<file path="src/rtl/core/gwm_pkg.sv">
// Shared types, character codes and helpers for the glob wildcard matcher.
// No dependencies; used by every module under rtl/core.

package gwm_pkg;

	// Default size of the token store.
	localparam int PATTERN_MAX_DEF = 64;

	// Depth of the command queue between the parser and the NFA engine.
	localparam int QUEUE_DEPTH = 4;

	// Request kinds carried on the input tuser.
	localparam logic REQ_PATTERN = 1'b0;
	localparam logic REQ_DATA    = 1'b1;

	// Characters with a meaning in the pattern grammar.
	localparam logic [7:0] CHAR_NUL  = 8'h00;
	localparam logic [7:0] CHAR_STAR = 8'h2A;
	localparam logic [7:0] CHAR_ONE  = 8'h3F;
	localparam logic [7:0] CHAR_ESC  = 8'h5C;

	typedef enum logic [1:0] {
		KIND_LIT  = 2'd0,
		KIND_ONE  = 2'd1,
		KIND_STAR = 2'd2
	} tok_kind_t;

	// One parsed command. Several flags may be set together: restart comes
	// first, then add, close, step and term, in that order.
	typedef struct packed {
		logic       restart; // new pattern: drop tokens and overflow
		logic       add;     // append one token
		logic       close;   // pattern done: NFA back to its start set
		logic       step;    // advance the NFA over one data byte
		logic       term;    // end of data string: report a result
		tok_kind_t  kind;
		logic [7:0] ch;
	} cmd_t;

	// ASCII A-Z folded onto a-z.
	function automatic logic [7:0] fold(input logic [7:0] c);
		logic [7:0] r;
		r = c;
		if (c >= 8'h41 && c <= 8'h5A) begin
			r = c + 8'h20;
		end
		return r;
	endfunction

endpackage

</file>
<file path="src/rtl/core/gwm_front.sv">
// Front end: accepts input items, tracks pattern escape/closed state and
// turns each item into one command. Depends on gwm_pkg.

module gwm_front (
	input  logic          clk,
	input  logic          arst_n,
	input  logic          in_valid,
	output logic          in_ready,
	input  logic          req_type,
	input  logic [7:0]    byte_value,
	input  logic          q_space,
	output logic          push,
	output gwm_pkg::cmd_t cmd
);

	logic escape_q;
	logic closed_q;
	logic escape_nx;
	logic closed_nx;
	logic esc_eff;

	assign in_ready = q_space;
	assign push     = in_valid && q_space;

	always_comb begin
		cmd       = '0;
		cmd.kind  = gwm_pkg::KIND_LIT;
		cmd.ch    = byte_value;
		escape_nx = escape_q;
		closed_nx = closed_q;
		esc_eff   = closed_q ? 1'b0 : escape_q;
		if (req_type == gwm_pkg::REQ_PATTERN) begin
			cmd.restart = closed_q;
			if (byte_value == gwm_pkg::CHAR_NUL) begin
				cmd.close = 1'b1;
				closed_nx = 1'b1;
				escape_nx = 1'b0;
			end else begin
				closed_nx = 1'b0;
				escape_nx = 1'b0;
				if (esc_eff) begin
					cmd.add = 1'b1;
				end else begin
					case (byte_value)
						gwm_pkg::CHAR_ESC: begin
							escape_nx = 1'b1;
						end
						gwm_pkg::CHAR_STAR: begin
							cmd.add  = 1'b1;
							cmd.kind = gwm_pkg::KIND_STAR;
						end
						gwm_pkg::CHAR_ONE: begin
							cmd.add  = 1'b1;
							cmd.kind = gwm_pkg::KIND_ONE;
						end
						default: begin
							cmd.add = 1'b1;
						end
					endcase
				end
			end
		end else begin
			// data closes an open pattern first; a pending escape is dropped
			cmd.close = !closed_q;
			closed_nx = 1'b1;
			escape_nx = 1'b0;
			if (byte_value == gwm_pkg::CHAR_NUL) begin
				cmd.term = 1'b1;
			end else begin
				cmd.step = 1'b1;
			end
		end
	end

	always_ff @(posedge clk or negedge arst_n) begin
		if (!arst_n) begin
			escape_q <= 1'b0;
			closed_q <= 1'b1;
		end else if (push) begin
			escape_q <= escape_nx;
			closed_q <= closed_nx;
		end
	end

endmodule

</file>
<file path="src/rtl/core/gwm_cmd_fifo.sv">
// Short command queue between the parser and the NFA engine.
// Depends on gwm_pkg for the command type.

module gwm_cmd_fifo #(
	parameter int DEPTH = gwm_pkg::QUEUE_DEPTH
) (
	input  logic          clk,
	input  logic          arst_n,
	input  logic          push,
	input  gwm_pkg::cmd_t push_cmd,
	output logic          space,
	output logic          head_valid,
	output gwm_pkg::cmd_t head,
	input  logic          pop
);

	localparam int PTR_W  = (DEPTH > 1) ? $clog2(DEPTH) : 1;
	localparam int FILL_W = $clog2(DEPTH + 1);

	gwm_pkg::cmd_t     slots_q [DEPTH];
	logic [PTR_W-1:0]  wr_ptr_q;
	logic [PTR_W-1:0]  rd_ptr_q;
	logic [FILL_W-1:0] fill_q;

	assign space      = fill_q < FILL_W'(DEPTH);
	assign head_valid = fill_q != '0;
	assign head       = slots_q[rd_ptr_q];

	always_ff @(posedge clk) begin
		if (push) begin
			slots_q[wr_ptr_q] <= push_cmd;
		end
	end

	always_ff @(posedge clk or negedge arst_n) begin
		if (!arst_n) begin
			wr_ptr_q <= '0;
			rd_ptr_q <= '0;
			fill_q   <= '0;
		end else begin
			if (push) begin
				wr_ptr_q <= (wr_ptr_q == PTR_W'(DEPTH - 1)) ? '0 : wr_ptr_q + 1'b1;
			end
			if (pop) begin
				rd_ptr_q <= (rd_ptr_q == PTR_W'(DEPTH - 1)) ? '0 : rd_ptr_q + 1'b1;
			end
			if (push && !pop) begin
				fill_q <= fill_q + 1'b1;
			end else if (pop && !push) begin
				fill_q <= fill_q - 1'b1;
			end
		end
	end

endmodule

</file>
<file path="src/rtl/core/gwm_back.sv">
// Back end: token cells, bit-parallel NFA over pattern positions and the
// result register. Depends on gwm_pkg.

module gwm_back #(
	parameter int PATTERN_MAX = gwm_pkg::PATTERN_MAX_DEF
) (
	input  logic          clk,
	input  logic          arst_n,
	input  logic          head_valid,
	input  gwm_pkg::cmd_t head,
	output logic          pop,
	output logic          res_valid,
	input  logic          res_ready,
	output logic          res_matched,
	output logic          res_overflow
);

	localparam int CNT_W = $clog2(PATTERN_MAX + 1);
	localparam int POS   = PATTERN_MAX + 1;

	gwm_pkg::tok_kind_t tok_kind_q [PATTERN_MAX];
	logic [7:0]         tok_ch_q   [PATTERN_MAX];

	logic [CNT_W-1:0] count_q;
	logic             ovf_q;
	logic [POS-1:0]   start_q;   // closure of position 0, kept as tokens arrive
	logic [POS-1:0]   active_q;
	logic             out_valid_q;
	logic             out_matched_q;
	logic             out_ovf_q;

	logic [CNT_W-1:0]   cnt_b;
	logic [CNT_W-1:0]   cnt_inc;
	logic               ovf_b;
	logic [POS-1:0]     start_b;
	logic [POS-1:0]     base;
	logic               room;
	logic               do_add;
	logic [7:0]         ch_fold;
	logic [PATTERN_MAX-1:0] star_v;
	logic [PATTERN_MAX-1:0] stay;
	logic [PATTERN_MAX-1:0] adv;
	logic [POS-1:0]     raw;
	logic [POS-1:0]     spine;
	logic [POS-1:0]     seeds;
	logic [POS-1:0]     closed;
	logic [CNT_W-1:0]   count_nx;
	logic               ovf_nx;
	logic [POS-1:0]     start_nx;

	assign pop     = head_valid && (!head.term || !out_valid_q || res_ready);
	assign cnt_b   = head.restart ? '0 : count_q;
	assign ovf_b   = head.restart ? 1'b0 : ovf_q;
	assign start_b = head.restart ? POS'(1) : start_q;
	assign room    = cnt_b < CNT_W'(PATTERN_MAX);
	assign cnt_inc = cnt_b + CNT_W'(1);
	assign do_add  = pop && head.add && room;
	assign base    = head.close ? start_b : active_q;
	assign ch_fold = gwm_pkg::fold(head.ch);

	for (genvar i = 0; i < PATTERN_MAX; i++) begin : g_cell
		logic live;
		logic hit;
		assign live = CNT_W'(i) < count_q;
		assign star_v[i] = live && (tok_kind_q[i] == gwm_pkg::KIND_STAR);
		assign hit = live && ((tok_kind_q[i] == gwm_pkg::KIND_ONE) ||
			((tok_kind_q[i] == gwm_pkg::KIND_LIT) && (tok_ch_q[i] == ch_fold)));
		assign stay[i] = base[i] && star_v[i];
		assign adv[i]  = base[i] && hit;

		// literals are kept folded
		always_ff @(posedge clk) begin
			if (do_add && (cnt_b == CNT_W'(i))) begin
				tok_kind_q[i] <= head.kind;
				tok_ch_q[i]   <= gwm_pkg::fold(head.ch);
			end
		end
	end

	// Star closure as a carry chain: a seed on a run of stars carries
	// through the run and lands one past its end.
	assign raw    = {1'b0, stay} | {adv, 1'b0};
	assign spine  = {1'b0, star_v};
	assign seeds  = raw & spine;
	assign closed = raw | ((spine + seeds) ^ spine);

	always_comb begin
		count_nx = cnt_b;
		ovf_nx   = ovf_b;
		start_nx = start_b;
		if (head.add) begin
			if (room) begin
				count_nx = cnt_inc;
				start_nx[cnt_inc] = start_b[cnt_b] && (head.kind == gwm_pkg::KIND_STAR);
			end else begin
				ovf_nx = 1'b1;
			end
		end
	end

	always_ff @(posedge clk or negedge arst_n) begin
		if (!arst_n) begin
			count_q     <= '0;
			ovf_q       <= 1'b0;
			start_q     <= POS'(1);
			active_q    <= POS'(1);
			out_valid_q <= 1'b0;
		end else begin
			if (pop) begin
				count_q <= count_nx;
				ovf_q   <= ovf_nx;
				start_q <= start_nx;
				if (head.step) begin
					active_q <= closed;
				end else if (head.close || head.term) begin
					active_q <= start_b;
				end
			end
			if (pop && head.term) begin
				out_valid_q <= 1'b1;
			end else if (res_ready) begin
				out_valid_q <= 1'b0;
			end
		end
	end

	always_ff @(posedge clk) begin
		if (pop && head.term) begin
			out_matched_q <= !ovf_b && base[cnt_b];
			out_ovf_q     <= ovf_b;
		end
	end

	assign res_valid    = out_valid_q;
	assign res_matched  = out_matched_q;
	assign res_overflow = out_ovf_q;

	a_count_bound: assert property (@(posedge clk) disable iff (!arst_n)
		count_q <= CNT_W'(PATTERN_MAX))
		else $error("token count beyond store");

	a_start_pos0: assert property (@(posedge clk) disable iff (!arst_n)
		start_q[0])
		else $error("start set lost position zero");

	a_ovf_no_match: assert property (@(posedge clk) disable iff (!arst_n)
		out_valid_q |-> !(out_matched_q && out_ovf_q))
		else $error("match reported on overflowed pattern");

	a_term_rearm: assert property (@(posedge clk) disable iff (!arst_n)
		(pop && head.term) |=> (active_q == start_q))
		else $error("NFA not back at start set after a result");

endmodule

</file>
<file path="src/rtl/core/glob_wildcard_matcher.sv">
// Top level of the glob wildcard matcher: parser, command queue, NFA engine.
// Depends on gwm_pkg, gwm_front, gwm_cmd_fifo and gwm_back.
// Usage:
//  - Input stream s_axis: tuser selects pattern byte (0) or data byte (1),
//    tdata carries the byte. A pattern is a run of pattern bytes ending in
//    zero; '?' matches any one byte, '*' any run, backslash quotes the next
//    byte. Data strings are runs of data bytes ending in zero.
//  - Output stream m_axis: one item per data terminator, tdata[0] = matched,
//    tdata[1] = pattern overflow (pattern longer than PATTERN_MAX tokens).
//  - Throughput: one input item per cycle while s_axis_tready is high. The NFA
//    engine advances every pattern position together, one 8-bit compare per
//    token cell plus a PATTERN_MAX+1 bit carry chain for the star closure.
//  - Result path: a terminator passes through the command queue and then
//    the result register before m_axis_tvalid rises.
//  - Stall: the result register holds while m_axis_tready is low; the
//    engine keeps taking commands that produce no result, and the
//    QUEUE_DEPTH-entry queue (four by default) absorbs input until it is
//    full, then s_axis_tready drops.
//  - Reset (arst_n low): empty pattern (matches only the empty string),
//    queue empty, no result pending. No clearing pass is needed.

module glob_wildcard_matcher #(
	parameter int PATTERN_MAX = gwm_pkg::PATTERN_MAX_DEF,
	parameter int QUEUE_DEPTH = gwm_pkg::QUEUE_DEPTH
) (
	input  logic       clk,
	input  logic       arst_n,
	input  logic       s_axis_tvalid,
	output logic       s_axis_tready,
	input  logic [7:0] s_axis_tdata,   // [7:0] byte_value
	input  logic       s_axis_tuser,   // [0] req_type
	output logic       m_axis_tvalid,
	input  logic       m_axis_tready,
	output logic [7:0] m_axis_tdata    // [0] matched, [1] pattern_overflow
);

	logic          q_space;
	logic          push;
	gwm_pkg::cmd_t push_cmd;
	logic          head_valid;
	gwm_pkg::cmd_t head;
	logic          pop;
	logic          res_matched;
	logic          res_overflow;

	gwm_front u_front (
		.clk        (clk),
		.arst_n     (arst_n),
		.in_valid   (s_axis_tvalid),
		.in_ready   (s_axis_tready),
		.req_type   (s_axis_tuser),
		.byte_value (s_axis_tdata),
		.q_space    (q_space),
		.push       (push),
		.cmd        (push_cmd)
	);

	gwm_cmd_fifo #(
		.DEPTH (QUEUE_DEPTH)
	) u_queue (
		.clk        (clk),
		.arst_n     (arst_n),
		.push       (push),
		.push_cmd   (push_cmd),
		.space      (q_space),
		.head_valid (head_valid),
		.head       (head),
		.pop        (pop)
	);

	gwm_back #(
		.PATTERN_MAX (PATTERN_MAX)
	) u_back (
		.clk          (clk),
		.arst_n       (arst_n),
		.head_valid   (head_valid),
		.head         (head),
		.pop          (pop),
		.res_valid    (m_axis_tvalid),
		.res_ready    (m_axis_tready),
		.res_matched  (res_matched),
		.res_overflow (res_overflow)
	);

	assign m_axis_tdata = {6'b0, res_overflow, res_matched};

endmodule
</file>
<file path="config.mk">
export PLATFORM = sky130hd
export DESIGN_NAME = glob_wildcard_matcher
export DESIGN_NICKNAME = d
export VERILOG_FILES = /design/src/rtl/core/gwm_pkg.sv /design/src/rtl/core/gwm_front.sv /design/src/rtl/core/gwm_cmd_fifo.sv /design/src/rtl/core/gwm_back.sv /design/src/rtl/core/glob_wildcard_matcher.sv
export SDC_FILE = /design/constraint.sdc
export NUM_CORES = 2
export LEC_CHECK = 0
export ABC_CLOCK_PERIOD_IN_PS = 7000
export BUFFER_PORTS_ARGS = -buffer_cell sky130_fd_sc_hd__buf_2
export CAP_MARGIN = 20
export CORE_MARGIN = 3
export CORE_UTILIZATION = 55
export CTS_CLUSTER_DIAMETER = 150
export DETAILED_ROUTE_END_ITERATION = 8
export PLACE_DENSITY = 0.72
export SLEW_MARGIN = 10
export SYNTH_ARGS = -nofsm -noshare
export SYNTH_HDL_FRONTEND = slang
export SYNTH_SLANG_ARGS = --single-unit
export TNS_END_PERCENT = 10
</file>
<file path="constraint.sdc">
create_clock -name clk -period 7 [get_ports clk]
set_input_delay 1.05 -clock clk [delete_from_list [all_inputs] [get_ports clk]]
set_output_delay 1.05 -clock clk [all_outputs]
set_load 0.05 [all_outputs]
</file>
After elaboration in Yosys (flattened, before gate mapping)
Memory sizes are Yosys's and may differ from the RTL's.
Cells that the tools add are included.
{"block": "op_classes", "add_sub_neg": 7, "magnitude_cmp": 71, "eq_ne": 261, "n_mux": 616, "n_bitwise": 4, "n_reduce_logical": 665}
{"op": "8-bit 2-to-1 mux", "n": 128}
{"op": "6-bit 2-to-1 mux", "n": 126}
{"op": "8-bit == test", "n": 64}
{"op": "8-bit OR reduction", "n": 63}
{"op": "1-bit logical AND", "n": 395}
{"op": "65-bit 2-to-1 mux", "n": 6}
{"op": "1-bit 2-to-1 mux", "n": 276}
{"op": "7-bit by 6-bit == test with 1-bit output (second input constant)", "n": 32}
{"op": "6-bit by 7-bit < comparator with 1-bit output (first input constant)", "n": 32}
{"op": "2-bit 2-to-1 mux", "n": 70}
{"op": "2-bit == test (second input constant)", "n": 67}
{"op": "2-bit by 1-bit == test with 1-bit output (second input constant)", "n": 64}
{"op": "2-bit zero test", "n": 64}
{"op": "2-bit OR reduction", "n": 63}
{"op": "7-bit by 5-bit == test with 1-bit output (second input constant)", "n": 16}
{"op": "5-bit by 7-bit < comparator with 1-bit output (first input constant)", "n": 16}
{"op": "1-bit logical OR", "n": 67}
{"op": "64-bit by 65-bit adder with 65-bit output", "n": 1}
{"op": "65-bit by 64-bit bitwise AND with 65-bit output", "n": 1}
{"op": "65-bit bitwise mux", "n": 1}
{"op": "64-bit by 65-bit bitwise OR with 65-bit output", "n": 1}
{"op": "65-bit bitwise OR", "n": 1}
{"op": "65-bit by 64-bit bitwise XOR with 65-bit output", "n": 1}
{"op": "7-bit by 4-bit == test with 1-bit output (second input constant)", "n": 8}
{"op": "31 further kinds", "n": 61}
{"block": "totals", "register_bits": 150, "ramBits": 700, "elab_cells": 1639, "mem_count": 3}
{"name": "u_back.tok_ch_q", "depth": 64, "width": 8, "read_ports": 64, "rd_ports_with_merged_regs": 0, "write_ports": 1, "line_no": "gwm_back.sv:22", "rtl": "logic [7:0] tok_ch_q [PATTERN_MAX];"}
{"name": "u_back.tok_kind_q", "depth": 64, "width": 2, "read_ports": 64, "rd_ports_with_merged_regs": 0, "write_ports": 1, "line_no": "gwm_back.sv:21", "rtl": "gwm_pkg::tok_kind_t tok_kind_q [PATTERN_MAX];"}
{"name": "u_queue.slots_q", "depth": 4, "width": 15, "read_ports": 1, "rd_ports_with_merged_regs": 0, "write_ports": 1, "line_no": "gwm_cmd_fifo.sv:20", "rtl": "gwm_pkg::cmd_t slots_q [DEPTH];"}

Longest topological paths before layout
An unclocked memory read counts as a cell.
{"block": "logic_depth", "ltp_word": 74, "depth_mapped": 28, "ltp_nobuf": 23}

Hierarchy
Synthesis repeated with hierarchy kept, for this count alone.
{"block": "hier_totals", "hier_cells": 3907, "hier_area_um2": 45004.4}
{"mod": "gwm_back", "instances": 1, "cells_each": 3744, "area_per_inst_um2": 42017.8, "seq_area_each_um2": 22759.3}
{"mod": "gwm_cmd_fifo", "instances": 1, "cells_each": 116, "area_per_inst_um2": 2615.0, "seq_area_each_um2": 1976.9}
{"mod": "gwm_front", "instances": 1, "cells_each": 38, "area_per_inst_um2": 307.8, "seq_area_each_um2": 51.3}
{"mod": "glob_wildcard_matcher", "instances": 1, "cells_each": 9, "area_per_inst_um2": 63.8, "seq_area_each_um2": 0.0}

Worst setup path before layout
OpenSTA, ideal clock, no wires.
{"block": "synth_path", "path_kind": "register -> register", "from": "register u_queue.rd_ptr_q[1]", "to": "register u_back.active_q[40]", "t_arrival_ns": 5.575, "slack_ns": 1.304, "stages_incl_launch_ff": 28, "n_path_buf": 4, "path_cell_list": "dfrtp_1 > buf_4 > buf_4 > mux2i_1 > mux2_2 > inv_1 > buf_2 > buf_2 > ha_1 > o311a_1 > a211o_1 > a21oi_1 > o2111ai_1 > nor3b_1 > nor2_1 > o32ai_1 > nor2_1 > ha_1 > a2111o_1 > o31ai_1 > a211oi_1 > o2111ai_1 > a31oi_1 > o211a_1 > or2_1 > a21o_1 > a211o_1 > a22o_1"}
{"block": "synth_via", "elab_chain_cells": 15}
{"item": "start: declaration", "line_no": "gwm_cmd_fifo.sv:22", "rtl": "logic [PTR_W-1:0] rd_ptr_q;"}
{"item": "start signal: assignment", "line_no": "gwm_cmd_fifo.sv:45", "rtl": "rd_ptr_q <= (rd_ptr_q == PTR_W'(DEPTH - 1)) ? '0 : rd_ptr_q + 1'b1;"}
{"item": "memory read 4 x 15 bit *"}
{"item": "8-bit by 7-bit greater-or-equal comparator with 1-bit output or 8-bit by 7-bit <= comparator with 1-bit output (tied branches)", "line_no": "gwm_pkg.sv:44", "rtl": "if (c >= 8'h41 && c <= 8'h5A) begin"}
{"item": "1-bit logical AND", "line_no": "gwm_pkg.sv:44"}
{"item": "8-bit 2-to-1 mux", "line_no": "gwm_pkg.sv:44"}
{"item": "8-bit == test", "line_no": "gwm_back.sv:67", "rtl": "((tok_kind_q[i] == gwm_pkg::KIND_LIT) && (tok_ch_q[i] == ch_fold)));"}
{"item": "1-bit logical AND", "line_no": "gwm_back.sv:67"}
{"item": "1-bit logical OR", "line_no": "gwm_back.sv:66", "rtl": "assign hit = live && ((tok_kind_q[i] == gwm_pkg::KIND_ONE) ||"}
{"item": "1-bit logical AND", "line_no": "gwm_back.sv:66"}
{"item": "1-bit logical AND", "line_no": "gwm_back.sv:69", "rtl": "assign adv[i] = base[i] && hit;"}
{"item": "64-bit by 65-bit bitwise OR with 65-bit output", "line_no": "gwm_back.sv:82", "rtl": "assign raw = {1'b0, stay} | {adv, 1'b0};"}
{"item": "65-bit by 64-bit bitwise AND with 65-bit output", "line_no": "gwm_back.sv:84", "rtl": "assign seeds = raw & spine;"}
{"item": "64-bit by 65-bit adder with 65-bit output", "line_no": "gwm_back.sv:85", "rtl": "assign closed = raw | ((spine + seeds) ^ spine);"}
{"item": "65-bit by 64-bit bitwise XOR with 65-bit output", "line_no": "gwm_back.sv:85"}
{"item": "65-bit bitwise OR", "line_no": "gwm_back.sv:85"}
{"item": "65-bit 2-to-1 mux", "line_no": "gwm_back.sv:113", "rtl": "if (head.step) begin"}
{"item": "end signal: assignment", "line_no": "gwm_back.sv:114", "rtl": "active_q <= closed;"}
{"item": "end signal: assignment", "line_no": "gwm_back.sv:116", "rtl": "active_q <= start_b;"}
{"item": "end: declaration", "line_no": "gwm_back.sv:27", "rtl": "logic [POS-1:0] active_q;"}
Mark *: on every way between the ends. The rest lies on a longest branch, timed or not. The select of a mux whose other input is x is not followed.
A chain may end at the register's enable or synchronous reset.

Worst setup path in the final report
{"block": "layout_path", "from": "register u_queue.rd_ptr_q[1]", "to": "register u_back.active_q[28]"}
Same word-level chain as after synthesis.

==> results.txt <==
- The via count of the first global-routing pass was 33.32k.
- Routed length per placed instance: 28.22 um
- Hold Vio Cnt, Final: 0
- Hold bufs inserted after CTS: 0
* Power density over the cells: 420.3 nW/um2
* Util after Layout: 61.79%
- Clock latency on the worst-skew pair: 660 ps
- The number of different library cells used by synthesis comes to 115.
- In this run the remaining antenna-violating nets after routing total 0.
* Crit. End Element: register
- Leakage power: 16.66 nW
- For this run, the post-layout net count is 4126.
- Cells with a size suffix above 1 make up 11.97% of the layout.
- Critical path required time: 7550 ps
- Maximum buffer depth of the clock tree: 3
- After synthesis the cells add up to 45190 um2.
* Clock root buffer master: clkbuf_16
- For this design, the sink count on the clock tree is 850.
- The tool flagged a number of max-cap violations equal to 0.
- Type of the setup path with the least slack: reg -> reg
* Clock buffers created by TritonCTS: 91
- The floorplan has 104 rows.
- HP Class: reg -> reg
* Max Fclk: 148.1 MHz
* Crit path setup slack, layout: 246.9 ps
- Before antenna repair, the detailed router went through 9 iterations.
- Area growth syn-to-layout: 10.66%
* Sequential power share: 32.1%
- Once the floorplan was initialized, standard cells occupied 55.84% of the core.
- The design draws 21.02 mW.
- Wires add up to 147.9 mm.
* Synth warnings: 0
- STA puts the critical path data arrival time at 7300 ps.
- For this run, the number of standard cells in the final layout without fillers is 5240.
- The most used flip-flop cell after synthesis is edfxtp_1.
- Once detailed placement completed, the half-perimeter wirelength came to 103.9 mm.
- The number of antenna violations at the first check in global routing came to 3.
- From bottom edge to top edge, the die measures 292.7 um.
- Once layout is done, the placed cells without fillers occupy 50010 um2.
- The placed instances occupy a cell area of 46900 um2.
- The number of slew-limit violations in the final report was 0.
- In the finished design, the share of the clock period the worst path needs comes to 96.47%.
- Setup violations remaining at the end of the flow were counted as 0.
* Largest cells by area after synthesis: edfxtp_1, dfrtp_1, xnor2_1, o21ai_0, a21oi_1
- Fill cells: 6486
- Buffers placed on the I/O ports in this run total 16.
- TritonCTS clock tree: built
- Combinational logic burns 44.2% of the power.
- During I/O placement, the number of pins put on the boundary was 23.
- Clock transition at the registers of the reported paths: 60 ps
* Syn avg cell area: 11.20 um2
- Area fraction of the dominant cell type after synthesis: 46.64%
* Mean number of vias per cell: 6.737
* Actual transition at the worst max-transition pin: 1161 ps
- Worst rel slew slack: 22.30%
- Number of H-tree branching levels: 3
- RSZ-0062 raised after global routing: no
* Cells after DPL: 5062
- Synthesis handed over a netlist of 4036 instances.
- The worst path in the final design needs a cycle of 6753 ps, including I/O delays and setup.
* Die W: 292.7 um
* Post-synth ARST share: 17.41%
- Top cell type by total area after synthesis: edfxtp_1
- The flow ran to the end, and the final reports show no timing, DRC or antenna violations.
- Worst clock skew on the final layout: 23.13 ps
- Crit Path Max Fanout: 47
- Portion of the post-synthesis area used by sequential elements: 54.85%
* Total routing usage reported by global routing: 34.06%
- Net load switching power: 8.715 mW
* Total via count in the routed design: 35.30k
* Setup total negative slack: 0 ps
- The detailed router finished its first iteration with 4732 violations.
- The synthesized design contains 702 enable-type register cells.
- Cell-internal power: 12.30 mW
- Overflow after GRT: 0
* Pin count of the biggest net entering global routing: 94
* Global-route wire length before repair: 218.1 mm
- Net switching is 41.46% of the power.
* Type of element launching the critical path: register
- Routability-driven placement finished with a final weighted congestion of 1.018.
- The clock network is responsible for 23.7% of the overall power.
- The worst-case IR drop observed on VDD is 0.0003411 V.
- Prior to clock tree synthesis, the placed netlist has a worst setup slack of 301.7 ps.
- For this run, design rule violations remaining after detail routing come to 0.
- Counting flops and latches in the post-synthesis netlist gives 850.
- Overall die area: 85640 um2
- Area of the core: 80940 um2
* Min Hold Slack: 473.2 ps
* Post-CTS setup buffer count: 0
## cell type report
| class | count | area [um2] | share of cell area [%] |
|---|---|---|---|
| sequential | 850 | 24790 | 49.57 |
| multi-input combinational | 2874 | 18970 | 37.94 |
| clock buffer | 115 | 2409 | 4.816 |
| timing repair buffer | 208 | 1573 | 3.145 |
| tap | 1060 | 1326 | 2.652 |
| clock inverter | 55 | 646.9 | 1.294 |
| inverter | 74 | 281.5 | 0.5629 |
| antenna | 4 | 10.01 | 0.02002 |
## timing repair
item,in CTS,in global routing
endpoints found under the setup margin,0,10
gates resized for setup,0,2
endpoints found under the hold margin,0,0
## cell families after synthesis
kind of cell               share of synthesized area, %
AOI/OAI and AO/OA                                 15.50
adders and majority gates                        0.4042
muxes                                             2.644
and+or+nand+nor                                   14.64
buffers and inverters                             3.347
other                                          0.008298
DFF                                               54.85
xor gates and xnor gates                          8.605
## Yosys cell counts (26+ instances only)
cell type and number:
edfxtp_1 702, nand2_1 319, xnor2_1 309, nor2_1 276
o21ai_0 263, a21oi_1 245, dfrtp_1 145, xor2_1 135
nand3_1 118, clkbuf_1 116, nor3_1 114, inv_1 70
a31oi_1 67, nand4_1 56, o31ai_1 56, nor2b_1 52
nor4_1 52, buf_2 49, a211oi_1 48, nor3b_1 47
buf_4 38, and2_1 37, nand2b_1 37, mux4_2 34
o211ai_1 30, and3_1 28, mux2i_1 26
## final timing paths
check                                     from                  end  slack [ps]  cells past startpoint
max                        u_queue.rd_ptr_q[1]  u_back.active_q[28]         250                     19
min                         u_back.active_q[1]   u_back.active_q[1]         470                      2
max reg2reg                u_queue.rd_ptr_q[1]  u_back.active_q[28]         250                     19
min reg2reg                 u_back.active_q[1]   u_back.active_q[1]         470                      2
max in group asynchronous               arst_n    u_back.count_q[0]        5080                      2
min in group asynchronous               arst_n  u_queue.wr_ptr_q[1]         520                      1
## placed cells by master (no fill, tap or decap), types with 92 or more instances in the layout
cell / synthesis / layout
dfrtp_1: 145 / 143
nor2_1: 276 / 274
edfxtp_1: 702 / 702
nor3_1: 114 / 113
buf_4: 38 / 187
nand3_1: 118 / 118
xnor2_1: 309 / 309
clkbuf_16: 0 / 92
xor2_1: 135 / 135
o21ai_0: 263 / 262
a21oi_1: 245 / 245
nand2_1: 319 / 319
## worst max-delay path: stages, from the launching register on
cell and delay, ps:
dfrtp_1 540, buf_4 380, mux4_4 740, or3_4 500, o22ai_4 170, buf_4 510, o21ai_1 100, buf_4 240
clkinv_2 290, xnor2_1 130, nand4_1 150, and4_1 270, nor4b_2 550, nand3_1 160, o221ai_1 480, a21oi_1 230
o21ai_0 570, nand4_1 190, and3_1 230, o31ai_1 180
## sequential cells by signal, indices dropped and copies added, names as in the netlist, 2 cells and up
name / cells
u_back.tok_kind_q: 128
u_back.start_q: 65
u_back.active_q: 65
u_queue.wr_ptr_q: 2
u_queue.rd_ptr_q: 2
u_back.tok_ch_q: 512
u_back.count_q: 7
u_queue.slots_q: 60
u_queue.fill_q: 3
## power groups by stage
stage	clock network, mW	logic, mW	registers [mW]
6_report	4.98	9.29	6.75
5_1_grt	5.23	9.88	6.77
4_1_cts	5.02	9.10	6.74
3_5_place_dp	0	9.07	6.84
3_3_place_gp	0	8.94	6.84
2_1_floorplan	0	6.13	6.77
## metal layers
layer  vias up  track usage [%]  share of wire [%]
met5         -                0             0.0081
met4         2            17.88                5.7
met3       423            9.728                 12
met2      2278            48.65                 42
met1     17230            47.44                 40
li1      15370                -                  -
(Power assumes the default switching activity.)
